===== src/rtl/ffha_pkg.sv =====
`timescale 1ns / 1ps
package ffha_pkg;

   localparam int unsigned OFFSET_W = 20;
   localparam int unsigned STATUS_W = 3;

   typedef enum logic [1:0] {
      FUNC_INIT  = 2'd0,
      FUNC_RESET = 2'd1,
      FUNC_ALLOC = 2'd2,
      FUNC_FREE  = 2'd3
   } func_type;

   typedef enum logic [STATUS_W-1:0] {
      ST_OK       = 3'd0,
      ST_NOT_INIT = 3'd1,
      ST_ZERO     = 3'd2,
      ST_NO_FIT   = 3'd3,
      ST_DOUBLE   = 3'd4,
      ST_UNKNOWN  = 3'd5
   } status_type;

   typedef enum logic [3:0] {
      S_IDLE,
      S_A_CHECK,
      S_SCAN,
      S_SPLIT1,
      S_SPLIT2,
      S_SPLIT3,
      S_F_CHECK,
      S_F_PREV,
      S_F_NEXT,
      S_F_WRITE,
      S_F_FIX,
      S_FINISH
   } state_type;

endpackage


===== src/rtl/first_fit_heap_allocator.sv =====
`timescale 1ns / 1ps
// Channel   Direction  Handshake            Payload
// req_      in         req_valid/req_ready  func, request_bytes, payload_offset
// rsp_      out        rsp_valid/rsp_ready  status, granted_offset
//
// One item at a time; the block table is a one-port-read, one-port-write memory.
// Init/reset/rejected items go straight to S_FINISH. Allocate walks the list and,
// if a split is needed, scans up to MAX_BLOCKS entries for a spare one to split into.
// Free walks, then merges free neighbors. The walk is one memory read per cycle.
// Synchronous reset clears the FSM, entry valid bits, heap-ready flag and rsp_valid.
// A waiting result sits in the output register; a new item is taken meanwhile.
module first_fit_heap_allocator #(
   parameter int unsigned HEAP_BYTES   = 1048576,
   parameter int unsigned HEADER_BYTES = 32,
   parameter int unsigned MAX_BLOCKS   = 64
) (
   input  logic                                clock,
   input  logic                                reset,
   input  logic                                req_valid,
   output logic                                req_ready,
   input  logic [1:0]                          req_func,
   input  logic [ffha_pkg::OFFSET_W-1:0]       req_request_bytes,
   input  logic [ffha_pkg::OFFSET_W-1:0]       req_payload_offset,
   output logic                                rsp_valid,
   input  logic                                rsp_ready,
   output logic [ffha_pkg::STATUS_W-1:0]       rsp_status,
   output logic [ffha_pkg::OFFSET_W-1:0]       rsp_granted_offset
);
   import ffha_pkg::*;

   localparam int unsigned HB = $clog2(HEAP_BYTES) + 1;
   localparam int unsigned BW = (HB > 22) ? HB : 22;
   localparam int unsigned LW = $clog2(MAX_BLOCKS + 1);
   localparam int unsigned IW = $clog2(MAX_BLOCKS);
   localparam logic [LW-1:0] LINK_NONE = LW'(MAX_BLOCKS);
   localparam logic [BW-1:0] HDR = BW'(HEADER_BYTES);
   localparam logic [BW-1:0] INIT_BYTES = BW'(HEAP_BYTES - HEADER_BYTES);
   localparam logic [IW-1:0] LAST_IDX = IW'(MAX_BLOCKS - 1);

   typedef struct packed {
      logic [BW-1:0] start;
      logic [BW-1:0] bytes;
      logic          is_free;
      logic [LW-1:0] next;
      logic [LW-1:0] prev;
   } entry_type;

   // block table memory
   entry_type block_mem_ff [MAX_BLOCKS];
   entry_type rd_data_ff;
   logic [IW-1:0] rd_addr;
   logic          wr_en;
   logic [IW-1:0] wr_addr;
   entry_type     wr_data;

   state_type state_ff, state_in;
   logic [IW-1:0] cur_ff, cur_in;
   logic [IW-1:0] work_ff, work_in;
   logic [IW-1:0] idx_ff, idx_in;
   logic [IW-1:0] nb_ff, nb_in;
   logic [BW-1:0] size_ff, size_in;
   logic [OFFSET_W-1:0] off_ff, off_in;
   entry_type ent_ff, ent_in;
   logic merged_ff, merged_in;
   logic [MAX_BLOCKS-1:0] valid_ff, valid_in;
   logic ready_ff, ready_in;
   status_type res_status_ff, res_status_in;
   logic [OFFSET_W-1:0] res_granted_ff, res_granted_in;
   logic rsp_valid_ff, rsp_valid_in;
   logic [STATUS_W-1:0] rsp_status_ff, rsp_status_in;
   logic [OFFSET_W-1:0] rsp_granted_ff, rsp_granted_in;

   entry_type e;
   logic fits, split_need, e_next_ok, e_prev_ok, w_next_ok, found, slot_free;
   logic [BW-1:0] e_payload, w_payload;
   logic [OFFSET_W:0] size_rnd;
   entry_type build_ent;

   // decode current read data
   assign e          = rd_data_ff;
   assign e_payload  = e.start + HDR;
   assign w_payload  = ent_ff.start + HDR;
   assign fits       = e.is_free && (e.bytes >= size_ff);
   assign split_need = e.bytes > (size_ff + HDR + BW'(8));
   assign e_next_ok  = e.next < LINK_NONE;
   assign e_prev_ok  = e.prev < LINK_NONE;
   assign w_next_ok  = ent_ff.next < LINK_NONE;
   assign found      = e_payload[OFFSET_W-1:0] == off_ff;
   assign slot_free  = !rsp_valid_ff || rsp_ready;
   assign size_rnd   = ({1'b0, req_request_bytes} + (OFFSET_W+1)'(7))
                       & ~(OFFSET_W+1)'(7);
   assign build_ent  = '{start: '0, bytes: INIT_BYTES, is_free: 1'b1,
                         next: LINK_NONE, prev: LINK_NONE};

   // next state
   always_comb begin
      state_in = state_ff;
      case (state_ff)
         S_IDLE: begin
            if (req_valid) begin
               case (func_type'(req_func))
                  FUNC_ALLOC: state_in = (!ready_ff || req_request_bytes == '0)
                                         ? S_FINISH : S_A_CHECK;
                  FUNC_FREE:  state_in = (!ready_ff || req_payload_offset == '0)
                                         ? S_FINISH : S_F_CHECK;
                  default:    state_in = S_FINISH;
               endcase
            end
         end
         S_A_CHECK: begin
            if (fits) state_in = split_need ? S_SCAN : S_FINISH;
            else state_in = e_next_ok ? S_A_CHECK : S_FINISH;
         end
         S_SCAN: begin
            if (!valid_ff[idx_ff]) state_in = S_SPLIT1;
            else if (idx_ff == LAST_IDX) state_in = S_FINISH;
         end
         S_SPLIT1: state_in = w_next_ok ? S_SPLIT2 : S_SPLIT3;
         S_SPLIT2: state_in = S_SPLIT3;
         S_SPLIT3: state_in = S_FINISH;
         S_F_CHECK: begin
            if (found) begin
               if (e.is_free) state_in = S_FINISH;
               else if (e_prev_ok) state_in = S_F_PREV;
               else state_in = e_next_ok ? S_F_NEXT : S_F_WRITE;
            end else begin
               state_in = e_next_ok ? S_F_CHECK : S_FINISH;
            end
         end
         S_F_PREV:  state_in = w_next_ok ? S_F_NEXT : S_F_WRITE;
         S_F_NEXT:  state_in = S_F_WRITE;
         S_F_WRITE: state_in = (w_next_ok && merged_ff) ? S_F_FIX : S_FINISH;
         S_F_FIX:   state_in = S_FINISH;
         S_FINISH:  state_in = slot_free ? S_IDLE : S_FINISH;
         default:   state_in = S_IDLE;
      endcase
   end

   // datapath and memory control
   always_comb begin
      cur_in         = cur_ff;
      work_in        = work_ff;
      idx_in         = idx_ff;
      nb_in          = nb_ff;
      size_in        = size_ff;
      off_in         = off_ff;
      ent_in         = ent_ff;
      merged_in      = merged_ff;
      valid_in       = valid_ff;
      ready_in       = ready_ff;
      res_status_in  = res_status_ff;
      res_granted_in = res_granted_ff;
      rsp_valid_in   = rsp_valid_ff && !rsp_ready;
      rsp_status_in  = rsp_status_ff;
      rsp_granted_in = rsp_granted_ff;
      rd_addr        = cur_ff;
      wr_en          = 1'b0;
      wr_addr        = cur_ff;
      wr_data        = ent_ff;
      req_ready      = 1'b0;
      case (state_ff)
         S_IDLE: begin
            req_ready = 1'b1;
            rd_addr   = '0;
            if (req_valid) begin
               cur_in         = '0;
               off_in         = req_payload_offset;
               size_in        = BW'(size_rnd);
               res_status_in  = ST_OK;
               res_granted_in = '0;
               case (func_type'(req_func))
                  FUNC_INIT, FUNC_RESET: begin
                     if (func_type'(req_func) == FUNC_RESET || !ready_ff) begin
                        wr_en    = 1'b1;
                        wr_addr  = '0;
                        wr_data  = build_ent;
                        valid_in = MAX_BLOCKS'(1);
                        ready_in = 1'b1;
                     end
                  end
                  FUNC_ALLOC: begin
                     if (!ready_ff) res_status_in = ST_NOT_INIT;
                     else if (req_request_bytes == '0) res_status_in = ST_ZERO;
                  end
                  default: begin
                     if (!ready_ff) res_status_in = ST_NOT_INIT;
                  end
               endcase
            end
         end
         S_A_CHECK: begin
            if (fits) begin
               ent_in = e;
               idx_in = '0;
               if (!split_need) begin
                  wr_en          = 1'b1;
                  wr_data        = e;
                  wr_data.is_free = 1'b0;
                  res_granted_in = e_payload[OFFSET_W-1:0];
               end
            end else if (e_next_ok) begin
               cur_in  = e.next[IW-1:0];
               rd_addr = e.next[IW-1:0];
            end else begin
               res_status_in = ST_NO_FIT;
            end
         end
         S_SCAN: begin
            if (!valid_ff[idx_ff]) begin
               nb_in = idx_ff;
            end else if (idx_ff == LAST_IDX) begin
               // table full: grant the block whole
               wr_en           = 1'b1;
               wr_data         = ent_ff;
               wr_data.is_free = 1'b0;
               res_granted_in  = w_payload[OFFSET_W-1:0];
            end else begin
               idx_in = idx_ff + IW'(1);
            end
         end
         S_SPLIT1: begin
            wr_en           = 1'b1;
            wr_addr         = nb_ff;
            wr_data.start   = ent_ff.start + HDR + size_ff;
            wr_data.bytes   = ent_ff.bytes - size_ff - HDR;
            wr_data.is_free = 1'b1;
            wr_data.next    = ent_ff.next;
            wr_data.prev    = LW'(cur_ff);
            valid_in[nb_ff] = 1'b1;
            rd_addr         = ent_ff.next[IW-1:0];
         end
         S_SPLIT2: begin
            wr_en        = 1'b1;
            wr_addr      = ent_ff.next[IW-1:0];
            wr_data      = e;
            wr_data.prev = LW'(nb_ff);
         end
         S_SPLIT3: begin
            wr_en           = 1'b1;
            wr_data         = ent_ff;
            wr_data.bytes   = size_ff;
            wr_data.is_free = 1'b0;
            wr_data.next    = LW'(nb_ff);
            res_granted_in  = w_payload[OFFSET_W-1:0];
         end
         S_F_CHECK: begin
            if (found) begin
               if (e.is_free) begin
                  res_status_in = ST_DOUBLE;
               end else begin
                  ent_in         = e;
                  ent_in.is_free = 1'b1;
                  work_in        = cur_ff;
                  merged_in      = 1'b0;
                  rd_addr        = e_prev_ok ? e.prev[IW-1:0] : e.next[IW-1:0];
               end
            end else if (e_next_ok) begin
               cur_in  = e.next[IW-1:0];
               rd_addr = e.next[IW-1:0];
            end else begin
               res_status_in = ST_UNKNOWN;
            end
         end
         S_F_PREV: begin
            // merge into a free predecessor
            if (e.is_free) begin
               ent_in.start     = e.start;
               ent_in.bytes     = e.bytes + HDR + ent_ff.bytes;
               ent_in.prev      = e.prev;
               work_in          = ent_ff.prev[IW-1:0];
               valid_in[work_ff] = 1'b0;
               merged_in        = 1'b1;
            end
            rd_addr = ent_ff.next[IW-1:0];
         end
         S_F_NEXT: begin
            // absorb a free successor
            if (e.is_free) begin
               ent_in.bytes = ent_ff.bytes + HDR + e.bytes;
               ent_in.next  = e.next;
               valid_in[ent_ff.next[IW-1:0]] = 1'b0;
               merged_in    = 1'b1;
            end
         end
         S_F_WRITE: begin
            wr_en   = 1'b1;
            wr_addr = work_ff;
            wr_data = ent_ff;
            rd_addr = ent_ff.next[IW-1:0];
         end
         S_F_FIX: begin
            wr_en        = 1'b1;
            wr_addr      = ent_ff.next[IW-1:0];
            wr_data      = e;
            wr_data.prev = LW'(work_ff);
         end
         S_FINISH: begin
            if (slot_free) begin
               rsp_valid_in   = 1'b1;
               rsp_status_in  = res_status_ff;
               rsp_granted_in = res_granted_ff;
            end
         end
         default: begin
         end
      endcase
   end

   // table memory: one write, one registered read
   always_ff @(posedge clock) begin
      if (wr_en) block_mem_ff[wr_addr] <= wr_data;
      rd_data_ff <= block_mem_ff[rd_addr];
   end

   // control registers
   always_ff @(posedge clock) begin
      if (reset) begin
         state_ff     <= S_IDLE;
         valid_ff     <= '0;
         ready_ff     <= 1'b0;
         rsp_valid_ff <= 1'b0;
      end else begin
         state_ff     <= state_in;
         valid_ff     <= valid_in;
         ready_ff     <= ready_in;
         rsp_valid_ff <= rsp_valid_in;
      end
   end

   // payload registers
   always_ff @(posedge clock) begin
      cur_ff         <= cur_in;
      work_ff        <= work_in;
      idx_ff         <= idx_in;
      nb_ff          <= nb_in;
      size_ff        <= size_in;
      off_ff         <= off_in;
      ent_ff         <= ent_in;
      merged_ff      <= merged_in;
      res_status_ff  <= res_status_in;
      res_granted_ff <= res_granted_in;
      rsp_status_ff  <= rsp_status_in;
      rsp_granted_ff <= rsp_granted_in;
   end

   assign rsp_valid          = rsp_valid_ff;
   assign rsp_status         = rsp_status_ff;
   assign rsp_granted_offset = rsp_granted_ff;

endmodule


===== config.mk =====
export PLATFORM = sky130hd
export DESIGN_NAME = first_fit_heap_allocator
export DESIGN_NICKNAME = d
export VERILOG_FILES = /design/src/rtl/ffha_pkg.sv /design/src/rtl/first_fit_heap_allocator.sv
export SDC_FILE = /design/constraint.sdc
export NUM_CORES = 2
export LEC_CHECK = 0
export ABC_AREA = 1
export ABC_CLOCK_PERIOD_IN_PS = 10300
export BUFFER_PORTS_ARGS = -buffer_cell sky130_fd_sc_hd__buf_4
export CAP_MARGIN = 10
export CELL_PAD_IN_SITES_DETAIL_PLACEMENT = 1
export CELL_PAD_IN_SITES_GLOBAL_PLACEMENT = 2
export CORE_MARGIN = 2
export CORE_UTILIZATION = 25
export DETAILED_ROUTE_END_ITERATION = 8
export PLACE_DENSITY_LB_ADDON = 0.1
export SLEW_MARGIN = 20
export SYNTH_ARGS = -nofsm -noshare
export SYNTH_HDL_FRONTEND = slang
export SYNTH_SLANG_ARGS = --single-unit

===== constraint.sdc =====
create_clock -name clock -period 10.3 [get_ports clock]
set_input_delay 1.03 -clock clock [delete_from_list [all_inputs] [get_ports clock]]
set_output_delay 1.03 -clock clock [all_outputs]
set_load 0.005 [all_outputs]

==> metrics.md <==
| Metric | Value |
|---|---|
| Status | `complete, no violations` |
| Synth Area in Simple Gates | `0.225` |
| # hold bufs at CTS | `0` |
| Final WL | `735000 um` |
| Gr busiest metal | `met2` |
| Remaining DRCs | `0` |
| Hold Fails Final Rpt | `0` |
| Worst endpoint data arrival time | `8.03 ns` |
| Total setup buffers inserted after CTS | `0` |
| Row cnt | `301` |
| CP startpoint | `size_ff[3]$_DFFE_PP_` |
| Inserted Clock Buffers | `476` |
| Final period utilization | `0.708` |
| Max-Cap Viols | `0` |
| Top_reg_cell synth | `edfxtp_1` |
| Remaining Overflow, GRT | `0` |
| Post-synthesis mux area share | `0` |
| Worst-Skew Late Latency | `1.09 ns` |
| Achievable Freq | `137 MHz` |
| FF-to-FF Start | `size_ff[3]$_DFFE_PP_` |
| DIE HEIGHT | `824 um` |
| Worst Min Path Start | `req_payload_offset[17]` |
| R2R Setup Slk | `3.01 ns` |
| Final Wtd Congestion | `0.790` |
| Routed WL per cell | `30.8 um` |
| I/O pin count | `71` |
| Commonest cells in the netlist | `nand3_1, edfxtp_1, nand2_1, clkbuf_1, inv_1` |
| Share of the synthesized area in the top cell type | `0.681` |
| Via density | `5.04` |
| Vias in the first global route | `122000` |
| Final Slew Violations | `0` |
| Post-synthesis compound-gate area fraction | `0.0283` |
| Met3 Use GR | `0.0228` |
| Clk pin slew, worst setup/hold paths | `0.06 ns` |
| Asr flop ratio synth | `0` |
| Total core area | `0.671 mm2` |
| Synth area leaders | `edfxtp_1, nand3_1, nand2_1` |
| Die span in x | `824 um` |
| Setup tns final | `0 ns` |
| Syn nets | `14800` |
| Top cell type by total area after synthesis | `edfxtp_1` |
| Dominant cell by count in the synthesized netlist | `nand3_1` |
| PortBufs | `70` |
| Layout cells sized above 1 | `0.0842` |
| Root Driver | `clkbuf_16` |
| Largest net degree at the start of global routing | `136` |
| GR Util met1 | `0.304` |
| Global Route met2 Usage | `0.344` |
| Fill cell count | `73100` |
| Number of synthesized flops with an enable pin | `3814` |
| First-pass GRT wire length | `1020000 um` |
| Post-DRT Antenna Nets | `0` |
| Measured slew at the worst slew-check pin | `1.16 ns` |
| Post-Syn Area | `0.168 mm2` |
| Dpl hpwl | `418000 um` |
| Post-CTS sizing | `0` |
| Worst Setup Start Kind | `flop` |
| Initial Util | `0.251` |
| Area Overhead vs Synth | `16.0%` |
| Final setup fails | `0` |
| Via count | `120000` |
| Max clock buf depth | `4` |
| Drt initial violations | `9971` |
| Skew final | `0.104 ns` |
| DRT Pass-1 Iters | `5` |
| CP required | `11.03 ns` |
| Die ar. | `0.680 mm2` |
| H-tree depth | `5` |
| TritonCTS clock tree | `done` |
| Initial antenna violation count | `59` |
| Yosys reg bits | `3941` |
| Max_slew headroom | `0.230` |
| Sequential area share after synthesis | `0.696` |
| Synth Area in XOR/XNOR | `0.00333` |
| GRT Total Usage | `0.210` |
| Cells after synthesis | `14600` |
| CTS sink count | `3941` |
| Synth unique cells | `57` |
| Total Nets Final | `14700` |
| Setup crit end kind | `flop` |
| YS warnings | `0` |
| Post-layout min period | `7.29 ns` |
| Mean Syn Cell Area | `11.5 um2` |
| RSZ-0062 raised after global routing | `false` |
| Post-synthesis adder-cell area fraction | `0.0104` |
| HP Class | `input pin to flop` |
| WS Path Type | `flop to flop` |
| Main combinational cell family by area after synthesis | `simple AND/OR/NAND/NOR gates` |
| Worst-path maximum fanout | `58` |
## critical path, stage by stage (launching register included)
cell and delay (ns):
edfxtp_1 0.48, inv_1 0.11, o21ai_0 0.38, nand3_1 0.20, nor2_1 0.23, nand3_1 0.13
nor2_1 0.14, inv_1 0.09, nor3_1 0.32, nand2_1 0.13, nor3_1 0.19, xor2_1 0.10
ha_1 0.31, nand4_1 0.15, o41ai_1 0.38, nand2_1 0.20, nand2_2 0.69, nand2_1 0.11
buf_4 0.22, inv_1 0.34, nor2_1 0.13, buf_4 0.24, o211ai_1 0.63, buf_4 0.31
buf_4 0.58
## kinds of logic after synthesis
| group | Yosys count |
|---|---|
| simple gates | 8234 |
| compound gates | 746 |
| buf+inv | 1508 |
| flops | 3941 |
| xor+xnor | 64 |
| fa+ha+maj | 138 |
## path summary, 6_finish.rpt
kind / end / cells after the start
worst max-delay path: block_mem_ff[57][43]$_DFFE_PP_ / 24
worst min-delay path: off_ff[17]$_DFFE_PP_ / 1
worst max register to register: block_mem_ff[57][43]$_DFFE_PP_ / 24
worst min register to register: rsp_status[1]$_DFFE_PP_ / 0
## final cells by class
type                            instances  area, um2  area share
Multi-Input combinational cell       9182      45900       0.235
Timing Repair Buffer                  451       4400      0.0226
Antenna cell                           12       30.0    0.000154
Clock inverter                        248       2020      0.0104
Sequential cell                      3941     117000       0.600
Tap cell                             8938      11200      0.0573
Clock buffer                          626      12800      0.0654
Inverter                              437       1890     0.00970
## stage by stage
stage | worst slack [ns] | cell area, um2 | util | instances | hold slack (ns)
2_1_floorplan | 2.40 | 168000 | - | 14600 | 0.400
3_3_place_gp | 2.68 | 180000 | 0.269 | 22900 | 0.403
3_5_place_dp | 2.96 | 180000 | 0.269 | 22900 | 0.406
4_1_cts | 2.92 | 195000 | 0.291 | 23800 | 0.0398
5_1_grt | 2.38 | 195000 | 0.291 | 23800 | 0.0874
6_report | 3.01 | 195000 | 0.291 | 23800 | 0.153
## cell usage in the layout, fill, tap and decap left out, types with 125 or more instances in the layout
| master | n |
|---|---|
| a21oi_1 | 208 |
| buf_4 | 370 |
| clkbuf_1 | 127 |
| clkbuf_16 | 482 |
| clkinv_1 | 125 |
| dfxtp_1 | 126 |
| edfxtp_1 | 3814 |
| ha_1 | 136 |
| inv_1 | 365 |
| nand2_1 | 2487 |
| nand3_1 | 5324 |
| nor2_1 | 252 |
| o21ai_0 | 168 |
## flip-flops by register name, indices dropped and copies added, names as in the netlist
register            cells
block_mem_ff         3648
nb_ff                   6
res_granted_ff         20
rsp_granted_offset     20
rsp_status              3
state_ff                4
off_ff                 20
rsp_valid               1
e                      57
work_ff                 6
cur_ff                  6
merged_ff               1
res_status_ff           3
size_ff                18
idx_ff                  6
ready_ff                1
ent_ff                 57
valid_ff               64
## metal layers
layer,routed length (um),up-vias,part of all wire
li1,-,53500,-
met1,351000,63500,0.48
met2,343000,2314,0.47
met3,28900,687,0.039
met4,12200,2,0.017
met5,7,-,0.0000095
Power is not shown: default switching activity piles up to over one toggle a cycle in this logic, so the estimate is an artifact.
